`config.mk`:
```
export PLATFORM = sky130hd
export DESIGN_NAME = udp_receive_check_demux_core
export DESIGN_NICKNAME = d
export VERILOG_FILES = /design/src/hw/rtl/udprc_pkg.sv /design/src/hw/rtl/udp_receive_check_demux_core.sv
export SDC_FILE = /design/constraint.sdc
export NUM_CORES = 1
export LEC_CHECK = 0
export BUFFER_PORTS_ARGS = -buffer_cell sky130_fd_sc_hd__buf_2
export CORE_ASPECT_RATIO = 1.25
export CORE_MARGIN = 2
export CORE_UTILIZATION = 65
export DETAILED_ROUTE_END_ITERATION = 6
export MAX_ROUTING_LAYER = met4
export PLACE_DENSITY = 0.86
export SKIP_LAST_GASP = 1
export SLEW_MARGIN = 20
export SYNTH_ARGS = -nofsm -noshare
export SYNTH_HDL_FRONTEND = slang
export SYNTH_SLANG_ARGS = --single-unit
export TNS_END_PERCENT = 5
```
`constraint.sdc`:
```
create_clock -name clk_i -period 27 [get_ports clk_i]
set_input_delay 1.35 -clock clk_i [delete_from_list [all_inputs] [get_ports clk_i]]
set_output_delay 1.35 -clock clk_i [all_outputs]
set_load 0.05 [all_outputs]
```
`src/hw/rtl/udprc_pkg.sv`:
```
// ----------------------------------------------------------------------------
// UDP receive check package
// Shared constants, verdict codes and the ones-complement fold used by the
// UDP receive checker.
// ----------------------------------------------------------------------------
package udprc_pkg;

  localparam int unsigned NumBindingsDefault = 4;
  localparam int unsigned MaxBindings        = 4;
  localparam int unsigned SlotW              = 2;
  localparam int unsigned PortW              = 16;

  localparam logic [15:0] UdpProto   = 16'd17;
  localparam logic [15:0] HdrBytes   = 16'd8;
  localparam logic [15:0] CountMax   = 16'hFFFF;
  localparam logic [15:0] SumAllOnes = 16'hFFFF;

  // Byte offsets of the odd (low) half of each header word.
  localparam logic [2:0] OffSrcPort  = 3'd1;
  localparam logic [2:0] OffDstPort  = 3'd3;
  localparam logic [2:0] OffLength   = 3'd5;
  localparam logic [2:0] OffChecksum = 3'd7;
  localparam logic [15:0] OffSummedHdr = 16'd6;

  typedef enum logic [2:0] {
    DropNone     = 3'd0,
    DropShort    = 3'd1,
    DropZeroPort = 3'd2,
    DropBadLen   = 3'd3,
    DropChecksum = 3'd4,
    DropUnbound  = 3'd5
  } drop_e;

  // Registered input beat, with the pseudo-header partial sum folded in.
  typedef struct packed {
    logic [7:0]  data;
    logic        first;
    logic        last;
    logic [31:0] src_ip;
    logic [15:0] ph_sum;
  } beat_t;

  // End-around carry fold of a wide sum. A nonzero sum never folds to zero.
  function automatic logic [15:0] fold19(input logic [18:0] t);
    logic [16:0] f1;
    logic [16:0] f2;
    f1 = {1'b0, t[15:0]} + {14'd0, t[18:16]};
    f2 = {1'b0, f1[15:0]} + {16'd0, f1[16]};
    return f2[15:0];
  endfunction

endpackage

```
`src/hw/rtl/udp_receive_check_demux_core.sv`:
```
// ----------------------------------------------------------------------------
// UDP receive check and port demultiplexer
// Parses a UDP segment one byte per beat, verifies the checksum over the
// pseudo-header and the segment, and gives one verdict on the last byte.
// ----------------------------------------------------------------------------
// The block takes one segment byte per clock cycle while in_stall_o is low. A
// byte goes through an input register, then updates the parse state (byte count,
// header fields, ones-complement sum); the verdict is formed combinationally from
// that state and lands in the output register, so a result passes the input
// register, the parse state and the output register in that order. A verdict that
// cannot leave because the output is stalled waits with the parse state frozen,
// while the input register still takes one more byte. Port slots are written
// through the configuration channel, which is always ready; write them only
// while no segment is in flight.
module udp_receive_check_demux_core #(
  parameter int unsigned NUM_BINDINGS = udprc_pkg::NumBindingsDefault
) (
  input  logic                       clk_i,
  input  logic                       rst_ni,
  // Configuration writes
  input  logic                       cfg_valid_i,
  output logic                       cfg_ready_o,
  input  logic [udprc_pkg::SlotW-1:0] cfg_index_i,
  input  logic [udprc_pkg::PortW-1:0] cfg_data_i,
  // Byte input
  input  logic                       in_valid_i,
  output logic                       in_stall_o,
  input  logic [7:0]                 data_byte_i,
  input  logic                       first_byte_i,
  input  logic                       last_byte_i,
  input  logic [31:0]                source_ip_i,
  input  logic [31:0]                destination_ip_i,
  // Verdict output
  output logic                       out_valid_o,
  input  logic                       out_stall_i,
  output logic                       accepted_o,
  output logic [2:0]                 drop_reason_o,
  output logic [udprc_pkg::SlotW-1:0] binding_slot_o,
  output logic [31:0]                sender_ip_o,
  output logic [15:0]                sender_port_o,
  output logic [15:0]                target_port_o,
  output logic [15:0]                payload_length_o
);
  import udprc_pkg::*;

  // Configuration
  logic [PortW-1:0] port_slot_q [NUM_BINDINGS];

  // Pipeline control
  logic  in_accept;
  logic  a_valid_q, a_valid_d;
  logic  a_adv;
  logic  b_pend_q, b_pend_d;
  logic  b_adv;
  beat_t a_q, a_d;

  // Parse state
  logic [15:0] byte_count_q, byte_count_d;
  logic [15:0] running_sum_q, running_sum_d;
  logic [7:0]  pending_q, pending_d;
  logic [15:0] hdr_sport_q, hdr_sport_d;
  logic [15:0] hdr_dport_q, hdr_dport_d;
  logic [15:0] hdr_len_q, hdr_len_d;
  logic [15:0] hdr_csum_q, hdr_csum_d;
  logic [31:0] saved_ip_q, saved_ip_d;

  // Parse datapath
  logic [15:0] idx;
  logic [15:0] hl_cur;
  logic [7:0]  pend_cur;
  logic [15:0] word;
  logic [15:0] sum_base;
  logic [15:0] len_add;
  logic [15:0] byte_add;
  logic [17:0] sum_total;

  // Verdict
  drop_e              reason;
  logic [SlotW-1:0]   slot_sel;
  logic               slot_hit;
  logic [15:0]        vd_sport, vd_dport, vd_plen;

  // Output register
  logic               out_valid_q, out_valid_d;
  logic               accepted_q;
  logic [2:0]         reason_q;
  logic [SlotW-1:0]   slot_q;
  logic [31:0]        sender_ip_q;
  logic [15:0]        sport_q, dport_q, plen_q;

  // ---------------------------------------------------------------------------
  // Handshakes
  // ---------------------------------------------------------------------------
  assign cfg_ready_o = 1'b1;

  assign b_adv      = b_pend_q && (!out_valid_q || !out_stall_i);
  assign a_adv      = a_valid_q && (!b_pend_q || b_adv);
  assign in_stall_o = a_valid_q && !a_adv;
  assign in_accept  = in_valid_i && !in_stall_o;

  always_comb begin
    a_valid_d = a_valid_q;
    if (in_accept) begin
      a_valid_d = 1'b1;
    end else if (a_adv) begin
      a_valid_d = 1'b0;
    end

    b_pend_d = b_pend_q;
    if (a_adv) begin
      b_pend_d = a_q.last;
    end else if (b_adv) begin
      b_pend_d = 1'b0;
    end

    out_valid_d = out_valid_q;
    if (b_adv) begin
      out_valid_d = 1'b1;
    end else if (!out_stall_i) begin
      out_valid_d = 1'b0;
    end
  end

  // Input register; the address and protocol part of the pseudo-header sum is folded here.
  always_comb begin
    a_d.data   = data_byte_i;
    a_d.first  = first_byte_i;
    a_d.last   = last_byte_i;
    a_d.src_ip = source_ip_i;
    a_d.ph_sum = fold19({3'd0, source_ip_i[31:16]} + {3'd0, source_ip_i[15:0]}
                      + {3'd0, destination_ip_i[31:16]}
                      + {3'd0, destination_ip_i[15:0]} + {3'd0, UdpProto});
  end

  // ---------------------------------------------------------------------------
  // Parse state update
  // ---------------------------------------------------------------------------
  always_comb begin
    idx      = a_q.first ? 16'd0 : byte_count_q;
    hl_cur   = a_q.first ? 16'd0 : hdr_len_q;
    pend_cur = a_q.first ? 8'd0  : pending_q;
    sum_base = a_q.first ? a_q.ph_sum : running_sum_q;
    word     = {pend_cur, a_q.data};

    pending_d   = pend_cur;
    hdr_sport_d = a_q.first ? 16'd0 : hdr_sport_q;
    hdr_dport_d = a_q.first ? 16'd0 : hdr_dport_q;
    hdr_len_d   = hl_cur;
    hdr_csum_d  = a_q.first ? 16'd0 : hdr_csum_q;
    saved_ip_d  = a_q.first ? a_q.src_ip : saved_ip_q;
    len_add     = 16'd0;

    if (idx < HdrBytes) begin
      if (!idx[0]) begin
        pending_d = a_q.data;
      end else begin
        unique case (idx[2:0])
          OffSrcPort: hdr_sport_d = word;
          OffDstPort: hdr_dport_d = word;
          OffLength: begin
            hdr_len_d = word;
            len_add   = word;
          end
          OffChecksum: hdr_csum_d = word;
          default: ;
        endcase
      end
    end

    // The first six header bytes are always summed; later bytes, the checksum included, only up to the length field.
    if (idx < OffSummedHdr || idx < hl_cur) begin
      byte_add = idx[0] ? {8'd0, a_q.data} : {a_q.data, 8'd0};
    end else begin
      byte_add = 16'd0;
    end

    sum_total     = {2'd0, sum_base} + {2'd0, len_add} + {2'd0, byte_add};
    running_sum_d = fold19({1'b0, sum_total});
    byte_count_d  = (idx == CountMax) ? idx : idx + 16'd1;
  end

  // ---------------------------------------------------------------------------
  // Verdict from the parse state left by the last byte
  // ---------------------------------------------------------------------------
  always_comb begin
    slot_hit = 1'b0;
    slot_sel = '0;
    // Walk downward so the lowest matching slot wins.
    for (int i = NUM_BINDINGS - 1; i >= 0; i--) begin
      if (port_slot_q[i] != 16'd0 && port_slot_q[i] == hdr_dport_q) begin
        slot_hit = 1'b1;
        slot_sel = SlotW'(i);
      end
    end

    vd_sport = hdr_sport_q;
    vd_dport = hdr_dport_q;
    vd_plen  = 16'd0;
    priority if (byte_count_q < HdrBytes) begin
      reason   = DropShort;
      vd_sport = 16'd0;
      vd_dport = 16'd0;
    end else if (hdr_sport_q == 16'd0 || hdr_dport_q == 16'd0) begin
      reason = DropZeroPort;
    end else if (hdr_len_q < HdrBytes || hdr_len_q > byte_count_q) begin
      reason = DropBadLen;
    end else begin
      vd_plen = hdr_len_q - HdrBytes;
      // A received checksum of zero means the sender did not compute one.
      if (hdr_csum_q != 16'd0 && running_sum_q != SumAllOnes) begin
        reason = DropChecksum;
      end else if (slot_hit) begin
        reason = DropNone;
      end else begin
        reason = DropUnbound;
      end
    end
  end

  // ---------------------------------------------------------------------------
  // Registers
  // ---------------------------------------------------------------------------
  always_ff @(posedge clk_i or negedge rst_ni) begin
    if (!rst_ni) begin
      for (int i = 0; i < NUM_BINDINGS; i++) begin
        port_slot_q[i] <= '0;
      end
    end else if (cfg_valid_i && cfg_ready_o) begin
      for (int i = 0; i < NUM_BINDINGS; i++) begin
        if (cfg_index_i == SlotW'(i)) begin
          port_slot_q[i] <= cfg_data_i;
        end
      end
    end
  end

  always_ff @(posedge clk_i or negedge rst_ni) begin
    if (!rst_ni) begin
      a_valid_q   <= 1'b0;
      b_pend_q    <= 1'b0;
      out_valid_q <= 1'b0;
    end else begin
      a_valid_q   <= a_valid_d;
      b_pend_q    <= b_pend_d;
      out_valid_q <= out_valid_d;
    end
  end

  always_ff @(posedge clk_i) begin
    if (in_accept) begin
      a_q <= a_d;
    end
  end

  always_ff @(posedge clk_i or negedge rst_ni) begin
    if (!rst_ni) begin
      byte_count_q  <= '0;
      running_sum_q <= '0;
      pending_q     <= '0;
      hdr_sport_q   <= '0;
      hdr_dport_q   <= '0;
      hdr_len_q     <= '0;
      hdr_csum_q    <= '0;
      saved_ip_q    <= '0;
    end else if (a_adv) begin
      byte_count_q  <= byte_count_d;
      running_sum_q <= running_sum_d;
      pending_q     <= pending_d;
      hdr_sport_q   <= hdr_sport_d;
      hdr_dport_q   <= hdr_dport_d;
      hdr_len_q     <= hdr_len_d;
      hdr_csum_q    <= hdr_csum_d;
      saved_ip_q    <= saved_ip_d;
    end
  end

  always_ff @(posedge clk_i) begin
    if (b_adv) begin
      accepted_q  <= (reason == DropNone);
      reason_q    <= reason;
      slot_q      <= (reason == DropNone) ? slot_sel : '0;
      sender_ip_q <= saved_ip_q;
      sport_q     <= vd_sport;
      dport_q     <= vd_dport;
      plen_q      <= vd_plen;
    end
  end

  assign out_valid_o      = out_valid_q;
  assign accepted_o       = accepted_q;
  assign drop_reason_o    = reason_q;
  assign binding_slot_o   = slot_q;
  assign sender_ip_o      = sender_ip_q;
  assign sender_port_o    = sport_q;
  assign target_port_o    = dport_q;
  assign payload_length_o = plen_q;

  // ---------------------------------------------------------------------------
  // Assertions
  // ---------------------------------------------------------------------------
`ifndef SYNTHESIS
  a_accept_matches_reason : assert property (@(posedge clk_i) disable iff (!rst_ni)
    out_valid_o |-> (accepted_o == (drop_reason_o == DropNone)))
    else $error("accepted flag disagrees with drop reason");

  a_short_clears_fields : assert property (@(posedge clk_i) disable iff (!rst_ni)
    out_valid_o && drop_reason_o == DropShort |->
      sender_port_o == 16'd0 && target_port_o == 16'd0 && payload_length_o == 16'd0)
    else $error("short segment verdict carries header fields");

  a_state_frozen_on_pending : assert property (@(posedge clk_i) disable iff (!rst_ni)
    b_pend_q && !b_adv |=> b_pend_q && $stable(byte_count_q) && $stable(running_sum_q))
    else $error("parse state changed while a verdict was pending");
`endif

endmodule

```
* Word level (Yosys, flattened, before mapping)
Cells that the tools add are included.
Word-level totals: bits in registers 347, input port bits 97, output and inout bits 89
Cells by class: add/sub/neg operators 12, order comparisons 6, equal/unequal tests 14, muxes and demuxes 45, bitwise gates (word level) 1, reductions and logical operators 38
Operators by type and width (count):
- 2-to-1 mux 16 bit | 24
- nonzero test 16 bit | 5
- equality test 16 bit | 4
- < comparator 16 x 4 -> 1 bit, second input constant | 3
- adder 17 x 16 -> 18 bit | 2
- adder 16 x 16 -> 17 bit | 2
- adder 16 x 1 -> 16 bit | 2
- zero test 16 bit | 2
- 2-to-1 mux 8 bit | 3
- adder 18 x 16 -> 19 bit | 1
- adder 19 x 5 -> 19 bit, second input constant | 1
- adder 16 x 2 -> 17 bit | 1
- adder 16 x 3 -> 17 bit | 1
- adder 16 x 1 -> 16 bit, second input constant | 1
- equality test 16 bit, second input constant | 1
- > comparator 16 bit | 1
- < comparator 16 bit | 1
- < comparator 16 x 3 -> 1 bit, second input constant | 1
- inequality test 16 bit, second input constant | 1
- subtractor 16 x 4 -> 16 bit, second input constant | 1
- 2-to-1 mux 3 bit | 5
- 2-to-1 mux 1 bit | 11
- AND reduction 2 bit | 5
- logical AND 1 bit | 9
- other kinds (15) | 28

* Longest topological paths before layout
Gate-level depths: netlist of the first run.
depth after elaboration 14, mapped depth 40

* Worst setup path before layout of the first run
No wires, ideal clock.
kind reg-to-reg, start register a_q[49] (netlist bit), end register running_sum_q[12], setup time 0.082 ns, arrival time 8.580 ns, data required time 26.918 ns, setup slack 18.338 ns, stages on the path, launching flop included 41, period minus slack after synthesis 8.662 ns, path through edfxtp_1 -> clkbuf_1 -> buf_1 -> clkbuf_1 -> nand2b_1 -> ha_1 -> a221oi_1 -> o21bai_1 -> a21o_1 -> a21o_1 -> a21oi_1 -> o21ai_0 -> a21oi_1 -> clkbuf_1 -> nand3_1 -> fa_1 -> inv_1 -> ha_1 -> [... 5 more ...] -> o41ai_1 -> o21bai_1 -> a21oi_1 -> xnor2_1 -> ha_1 -> fa_1 -> nand3_1 -> nor4_2 -> nand3_1 -> or3_1 -> nor3_1 -> ha_1 -> ha_1 -> nand2_1 -> or4_1 -> o22a_1 -> or3_1 -> a31oi_1
Between the ends: cells in the longest elaborated chain, start to end 9, elaborated cells on any way between the ends 18, those cells by class 4 x add/sub; 3 x order compare; 1 x eq/ne; 9 x mux; 1 x reduce/logical
RTL lines:
- start, declared | line udp_receive_check_demux_core.sv:55 | beat_t a_q, a_d;
- start signal, assigned | line udp_receive_check_demux_core.sv:251 | a_q <= a_d;
- branches (longest 6 deep; another with adder 16 x 16 -> 17 bit)
- adder 17 x 16 -> 18 bit * | line udp_receive_check_demux_core.sv:177 | sum_total = {2'd0, sum_base} + {2'd0, len_add} + {2'd0, byte_add};
- adder 16 x 2 -> 17 bit * | line udprc_pkg.sv:47 | f1 = {1'b0, t[15:0]} + {14'd0, t[18:16]};
- adder 16 x 1 -> 16 bit * | line udprc_pkg.sv:48 | f2 = {1'b0, f1[15:0]} + {16'd0, f1[16]};
- end signal, assigned | line udp_receive_check_demux_core.sv:267 | running_sum_q <= running_sum_d;
- end, declared | line udp_receive_check_demux_core.sv:59 | logic [15:0] running_sum_q, running_sum_d;
Every way passes the cells marked *. A chain may end at the register's enable or synchronous reset.

* Final worst setup path of the first run
start register a_q[49] (netlist bit), end register running_sum_q[15]
Same word-level chain as after synthesis.

==> results.md, run 1 <==
- Final setup TNS: 0 ns
- Total power: about 2.1 mW
- P_leak: 9.30 nW
- Post-synth top area cell: dfrtp_1
- F_max: about 100 MHz
- Antenna Nets Post-Route: 0
- Pre-Repair DR Iteration Count: 5
- Period utilization: 35.5%
- Max-slew violation count: 0
- GP Congestion: 0.969
- Largest net degree at the start of global routing: 77
- Root buf cell: clkbuf_16
- WP data required: 27.43 ns
- Flop-to-flop setup slack: 17.41 ns
- Crit path kind: reg -> reg
- First-pass GRT wire length: 75,600 um
- # clock sinks: 347
- Post-synth top area share: 26.3%
- Hold Path Class: reg -> reg
- Setup bufs post-CTS: 0
- Post-DP Area: roughly 0.021 sq mm
- Reg2reg path depth: 34
- Slowest CP cell: a21oi_2
- Hold depth: 0
- CTS Buf Count: 35
- Buffers on Ports: 184
- DRC Markers: 0
- Synth unique cells: about 80
- Inst Count DP: 2,168
- DP HPWL: approximately 35,000 um
- Post-CTS resize count: 0
- Worst hold path startpoint: saved_ip_q[8]
- Hold buffer count at cts: 0
- CTS tree: built
- Critical Path AT: 10.02 ns
- Clock skew: 0.0261 ns
- Starting Density: 66.0%
- Post-layout instance area: 0.0217 sq mm
- Hold Crit Endpoint: sender_ip_o[8]
- CP Max Fanout: 66
- Layout area overhead: 12.2%
- Slew margin rel.: 28.1%
- Final worst path period need: 9.59 ns
- Remaining global-route overflow: 0
- Synth Cell Area: around 0.019 sq mm
- CP most frequent cell: nand3_1
- Register area share after synthesis: 48.7%
- Filler cell count in the final layout: 1,963
- Syn_nets: 1,890
- Post-placement setup slack: 17.58 ns
- Ys Warns: 0
- Cells after Synth: between 1,500 and 2,000
- Die area: 0.0311 sq mm
- Nets@finish: 2,049
- PwrDens: 97.6 mW/mm^2
- Layout cell share with drive strength beyond 1: 20.4%
- Post-synth EDFFs: 144
- Post-Synthesis Mean Instance Area: 11.7 sq um
- RSZ-0062 raised after global routing: false
- Top cells by area, synth: dfrtp_1 (26%), edfxtp_1 (22%), mux2_2 (6.2%)
- Peak supply drop: 0.0682 mV
- All-Layer GR Usage: between 30% and 40%
- Slew @ Worst Pin: 1.08 ns
- Core Box Area: 0.0293 sq mm
- Antenna violations before repair: 6
- Clk slew on worst S/H paths: around 0.070 ns
- Final core utilization: 74.0%
- Worst-Skew Late Latency: 0.54 ns
- Final worst-path setup slack: 17.41 ns
- Clk buf depth: 3
- Cell Count, Final, Fillers Out: 2,237
- Status: complete, no violations
- Wirelength, routed: 48,300 um
- Maximum level of the CTS H-tree: 2
- Starting DRC count in detailed routing: around 1,100
- Rows: 70
- Startpoint types: flop
- Worst hold slack: about 0.43 ns
- MaxCap Viol Count: 0
- Die span in x: 158 um
- Worst r2r src: a_q[49]
- Via count: around 14,000
- Vias per cell: 6.26
- CP Capture Type: flop
- Vias in the first global route: 13,975
- DR WL/cell: 21.6 um
- Fin. Hold Viols: 0
- Worst r2r dst: running_sum_q[15]
- Final setup violation count: 0
- Die H: 197 um
- Prevailing post-synth register cell: dfrtp_1
- Slowest stage delay, CP: 0.69 ns
- FF+latch count, synth: 347
- # IOs: about 190
- Synth async-reset ratio: 58.5%
-- layout by cell type, fill, tap and decap left out, types with 13 or more instances in the layout --
cell,count
a21o_1,25
a21oi_1,31
a22o_1,59
and2_1,47
and3_1,20
buf_2,183
clkbuf_16,36
dfrtp_1,203
edfxtp_1,144
fa_1,50
ha_1,93
inv_1,76
mux2_2,107
mux2i_1,17
nand2_1,92
nand2b_1,25
nand3_1,51
nand4_1,34
nor2_1,60
nor2b_1,13
nor3_1,41
nor4_1,51
o21ai_0,38
xnor2_1,93
xor2_1,44
-- cell usage after synthesis (41+ instances only) --
| cell | instances |
|---|---|
| nor2_1 | 60 |
| nand3_1 | 51 |
| nor4_1 | 51 |
| ha_1 | 93 |
| inv_1 | 76 |
| xor2_1 | 44 |
| clkbuf_1 | 61 |
| and2_1 | 48 |
| nor3_1 | 41 |
| a22o_1 | 59 |
| xnor2_1 | 93 |
| dfrtp_1 | 203 |
| mux2_2 | 107 |
| edfxtp_1 | 144 |
| nand2_1 | 93 |
| fa_1 | 50 |
-- worst max-delay path by stage --
| stage | cells after the start | start | slack, ns | to |
|---|---|---|---|---|
| 6_report | 34 | a_q[49] | 17.41 | running_sum_q[15] |
| 5_1_grt | 34 | a_q[49] | 16.62 | running_sum_q[15] |
| 4_1_cts | 35 | a_q[49] | 17.55 | running_sum_q[12] |
| 3_5_place_dp | 34 | a_q[49] | 17.58 | running_sum_q[15] |
| 3_3_place_gp | 36 | a_q[49] | 17.47 | running_sum_q[12] |
| 2_1_floorplan | 40 | a_q[49] | 18.34 | running_sum_q[12] |
-- critical path, delay by kind of cell, from the launching register on --
kind            cells  cell delay [ns]
buf+inv             3             0.66
fa+ha+maj           5             1.75
compound gates     15             3.67
simple gates       11             3.08
flops               1             0.32
-- registers in the layout, summed over array words and instances, names as in the netlist, 8 cells and up --
register and count:
pending_q 8, hdr_csum_q 16, hdr_dport_q 16, a_q 58, payload_length_o 16, port_slot_q 64
hdr_sport_q 16, sender_ip_o 32, running_sum_q 16, byte_count_q 16, hdr_len_q 16, sender_port_o 16
saved_ip_q 32, target_port_o 16
-- routing by layer --
| metal | track usage [%] | wire (um) | share of wire [%] |
|---|---|---|---|
| met3 | 4.35 | 2440 | 5.1 |
| met4 | 12.0 | 1990 | 4.1 |
| met5 | - | 0 | 0 |
| met1 | 40.1 | 18700 | 39 |
| met2 | 54.9 | 25200 | 52 |
-- kinds of logic after synthesis --
| group | synth area share [%] |
|---|---|
| other | 0.0194 |
| buffers and inverters | 2.96 |
| adders and majority gates | 11.3 |
| AOI/OAI and AO/OA | 9.79 |
| DFF | 48.7 |
| muxes | 7.12 |
| and+or+nand+nor | 13.7 |
| xor gates and xnor gates | 6.42 |
-- area by class of cell --
class / count / area [sq um] / share of cell area, %
inverters: 76 / 285 / 1.32
clock inverters: 18 / 134 / 0.618
repair buffers: 195 / 1010 / 4.67
multi-input cells: 1154 / 9360 / 43.2
clock buffers: 45 / 955 / 4.41
well taps: 396 / 495 / 2.29
diodes: 6 / 15.0 / 0.0693
flip-flops and latches: 347 / 9400 / 43.4
-- power breakdown --
| group | total, mW | switching, mW | internal, mW |
|---|---|---|---|
| Clock | 0.464 | 0.203 | 0.261 |
| Sequential | 0.726 | 0.0788 | 0.648 |
| Combinational | 0.924 | 0.561 | 0.363 |
(Power assumes the default switching activity.)
==> run 2, diff against run 1 <==
- CORE_UTILIZATION: 65 -> 54
- PLACE_DENSITY: 0.86 -> 0.77
- clock period: 27 -> 8.2 ns (I/O delays scaled with it)
==> run 2 against run 1 <==
Compared with the run above:
- global-route usage is 6.4 points lower
- largest power group unchanged
- non-clock buffer count is 32 higher
- final area is 3.1% higher
- clock power grew to 3.8 times the previous value
==> results.md, run 2 (same netlist as run 1, synthesis figures left out) <==
- Vias in the first global route: 13,851 (-0.89%)
- DP HPWL: 34,700 um (-1.4%)
- Worst hold slack: 0.0470 ns (-0.386 ns)
- Antenna Nets Post-Route: 0 (unchanged)
- Hold Path Class: in -> reg
- Slowest CP cell: or4_1
- Worst hold path startpoint: last_byte_i
- Antenna Cells: 0 (-6)
- Final worst path period need: 7.83 ns (-1.76 ns)
- First-pass GRT wire length: 74,900 um (-0.94%)
- Maximum level of the CTS H-tree: 2 (unchanged)
- Internal power: 4.49 mW (+250%)
- P_leak: 9.58 nW (+2.9%)
- Die area: 0.0373 sq mm (+20%)
- Vias per cell: 5.86 (-6.4%)
- Most frequent cells in the layout: dfrtp_1 (203), buf_2 (183), edfxtp_1 (144), mux2_2 (107), xnor2_1 (93)
- Worst r2r src: a_q[49]
- Starting DRC count in detailed routing: 936 (-16%)
- Largest Register: port_slot_q
- # IOs: 186 (unchanged)
- Buffers on Ports: 184 (unchanged)
- Via count: 13,739 (-1.9%)
- Clock network fraction of design power: 23.9% (+2.0 points)
- Antenna violations before repair: 0 (-6)
- CTS tree: built
- Layout area overhead: 15.7%
- Peak supply drop: 0.281 mV (+310%)
- Pre-Repair DR Iteration Count: 5 (unchanged)
- Slowest stage delay, CP: 0.53 ns (-0.16 ns)
- Final setup TNS: 0 ns (unchanged)
- Layout cell share with drive strength beyond 1: 22.9% (+2.5 points)
- Die H: 215 um (+9.5%)
- Total power: 7.29 mW (+240%)
- Nets@finish: 2,082 (+1.6%)
- Fin. Hold Viols: 0 (unchanged)
- Crit path launch: a_q[49]
- Commonest non-fill, non-tap cell in the layout: dfrtp_1
- Logic gate share of total power: 43.3% (-0.4 points)
- CP Capture Type: flop
- CP Max Fanout: 8 (-88%)
- Clk buf depth: 3 (unchanged)
- Sw power: 2.80 mW (+230%)
- Worst-Skew Late Latency: 0.54 ns (about the same)
- Die span in x: 173 um (+9.5%)
- All-Layer GR Usage: 26.1% (-6.4 points)
- Critical Path AT: 8.29 ns (-1.73 ns)
- DR WL/cell: 20.1 um (-6.7%)
- DRC Markers: 0 (unchanged)
- Crit path kind: reg -> reg
- PwrDens: 326 mW/mm^2 (+230%)
- WP data required: 8.65 ns (-18.78 ns)
- Top Family by Delay on Critical Path: compound AO/OA/AOI/OAI gates
- Core Box Area: 0.0353 sq mm (+21%)
- Startpoint types: flop
- Sw frac: 38.4% (-1.5 points)
- Largest net degree at the start of global routing: 91 (+18%)
- Wirelength, routed: 47,200 um (-2.3%)
- F_max: 128 MHz (+22%)
- Share of total power in sequential cells: 32.8% (-1.5 points)
- Slew margin rel.: 27.6% (-0.43 points)
- Root buf cell: clkbuf_16
- Biggest regs: port_slot_q x64, a_q x58
- CTS Buf Count: 36 (+2.9%)
- Final core utilization: 63.3% (-11 points)
- Final setup violation count: 0 (unchanged)
- Rows: 77 (+10%)
- Max-slew violation count: 0 (unchanged)
- Filler cell count in the final layout: 2,793 (+42%)
- Post-DP Area: 0.0208 sq mm (+1.4%)
- Remaining global-route overflow: 0 (unchanged)
- Status: complete, no violations
- Slew @ Worst Pin: 1.08 ns (+0.00650 ns)
- # clock sinks: 347 (unchanged)
- Clock skew: 0.0347 ns (+0.00858 ns)
- MaxCap Viol Count: 0 (unchanged)
- Largest register FFs: 64 (unchanged)
- GP Congestion: 0.962 (-0.72%)
- Post-layout instance area: 0.0223 sq mm (+3.1%)
- Crit path buf inv count: 4 (+1)
- RSZ-0062 raised after global routing: true
- Starting Density: 54.7% (-11 points)
- Period utilization: 95.5% (+60 points)
- Clk slew on worst S/H paths: 0.06 ns (about the same)
-- run 2: area by class of cell --
| class | instances | area [sq um] | area share [%] |
|---|---|---|---|
| clock buffers | 49 | 1040 | 4.67 |
| inverters | 76 | 285 | 1.28 |
| well taps | 474 | 593 | 2.66 |
| clock inverters | 17 | 255 | 1.14 |
| flip-flops and latches | 347 | 9400 | 42.1 |
| multi-input cells | 1154 | 9440 | 42.3 |
| repair buffers | 227 | 1310 | 5.86 |
-- run 2: layer usage --
metal	vias to the layer above	wire (um)	GRT usage [%]
met5	-	0	-
met4	0	1860	9.66
met3	108	2130	3.12
met2	432	23700	44.1
met1	6773	19500	32.4
li1	6426	-	-
-- run 2: power by group through the flow --
stage          Sequential, mW  Combinational [mW]  Clock (mW)
4_1_cts                  2.39                3.08        1.77
3_5_place_dp             2.42                3.03           0
6_report                 2.39                3.15        1.74
2_1_floorplan            2.44                2.18           0
5_1_grt                  2.42                3.47        1.84
3_3_place_gp             2.41                2.98           0
-- run 2: what timing repair did --
action | 4_1_cts | 5_1_grt
hold endpoints to repair | 76 | 0
setup buffers | 4 | 4
hold buffers | 1 | 0
pin swaps | 4 | 8
gates cloned | 0 | 1
setup endpoints to repair | 1 | 9
resized for setup | 3 | 15
-- run 2: final timing paths --
check                                          to  slack, ns  cells past startpoint
worst max register to register  running_sum_q[12]       0.37                     37
worst max-delay path            running_sum_q[12]       0.37                     37
min in group asynchronous         hdr_sport_q[11]       0.45                      2
max in group asynchronous        byte_count_q[10]       6.24                      3
worst min register to register    sender_ip_o[20]       0.44                      0
worst min-delay path                      a_q[48]       0.05                      1
-- run 2: metrics by stage --
| step | setup slack [ns] | instances |
|---|---|---|
| global route | -0.120 | 2344 |
| finish | 0.368 | 2344 |
| global placement | 0.199 | 2267 |
| CTS | 0.0108 | 2338 |
| floorplan | 0.00334 | 1650 |
| detailed placement | -0.0599 | 2267 |
-- run 2: worst reg2reg max path, delay by kind of cell, from the launching register on --
kind	cells	cell delay [ns]
XOR/XNOR	1	0.14
flip-flops	1	0.49
AO/OA/AOI/OAI	15	2.68
adder cells (fa/ha/maj)	7	1.88
buffers and inverters	4	0.39
AND/OR/NAND/NOR	10	2.18
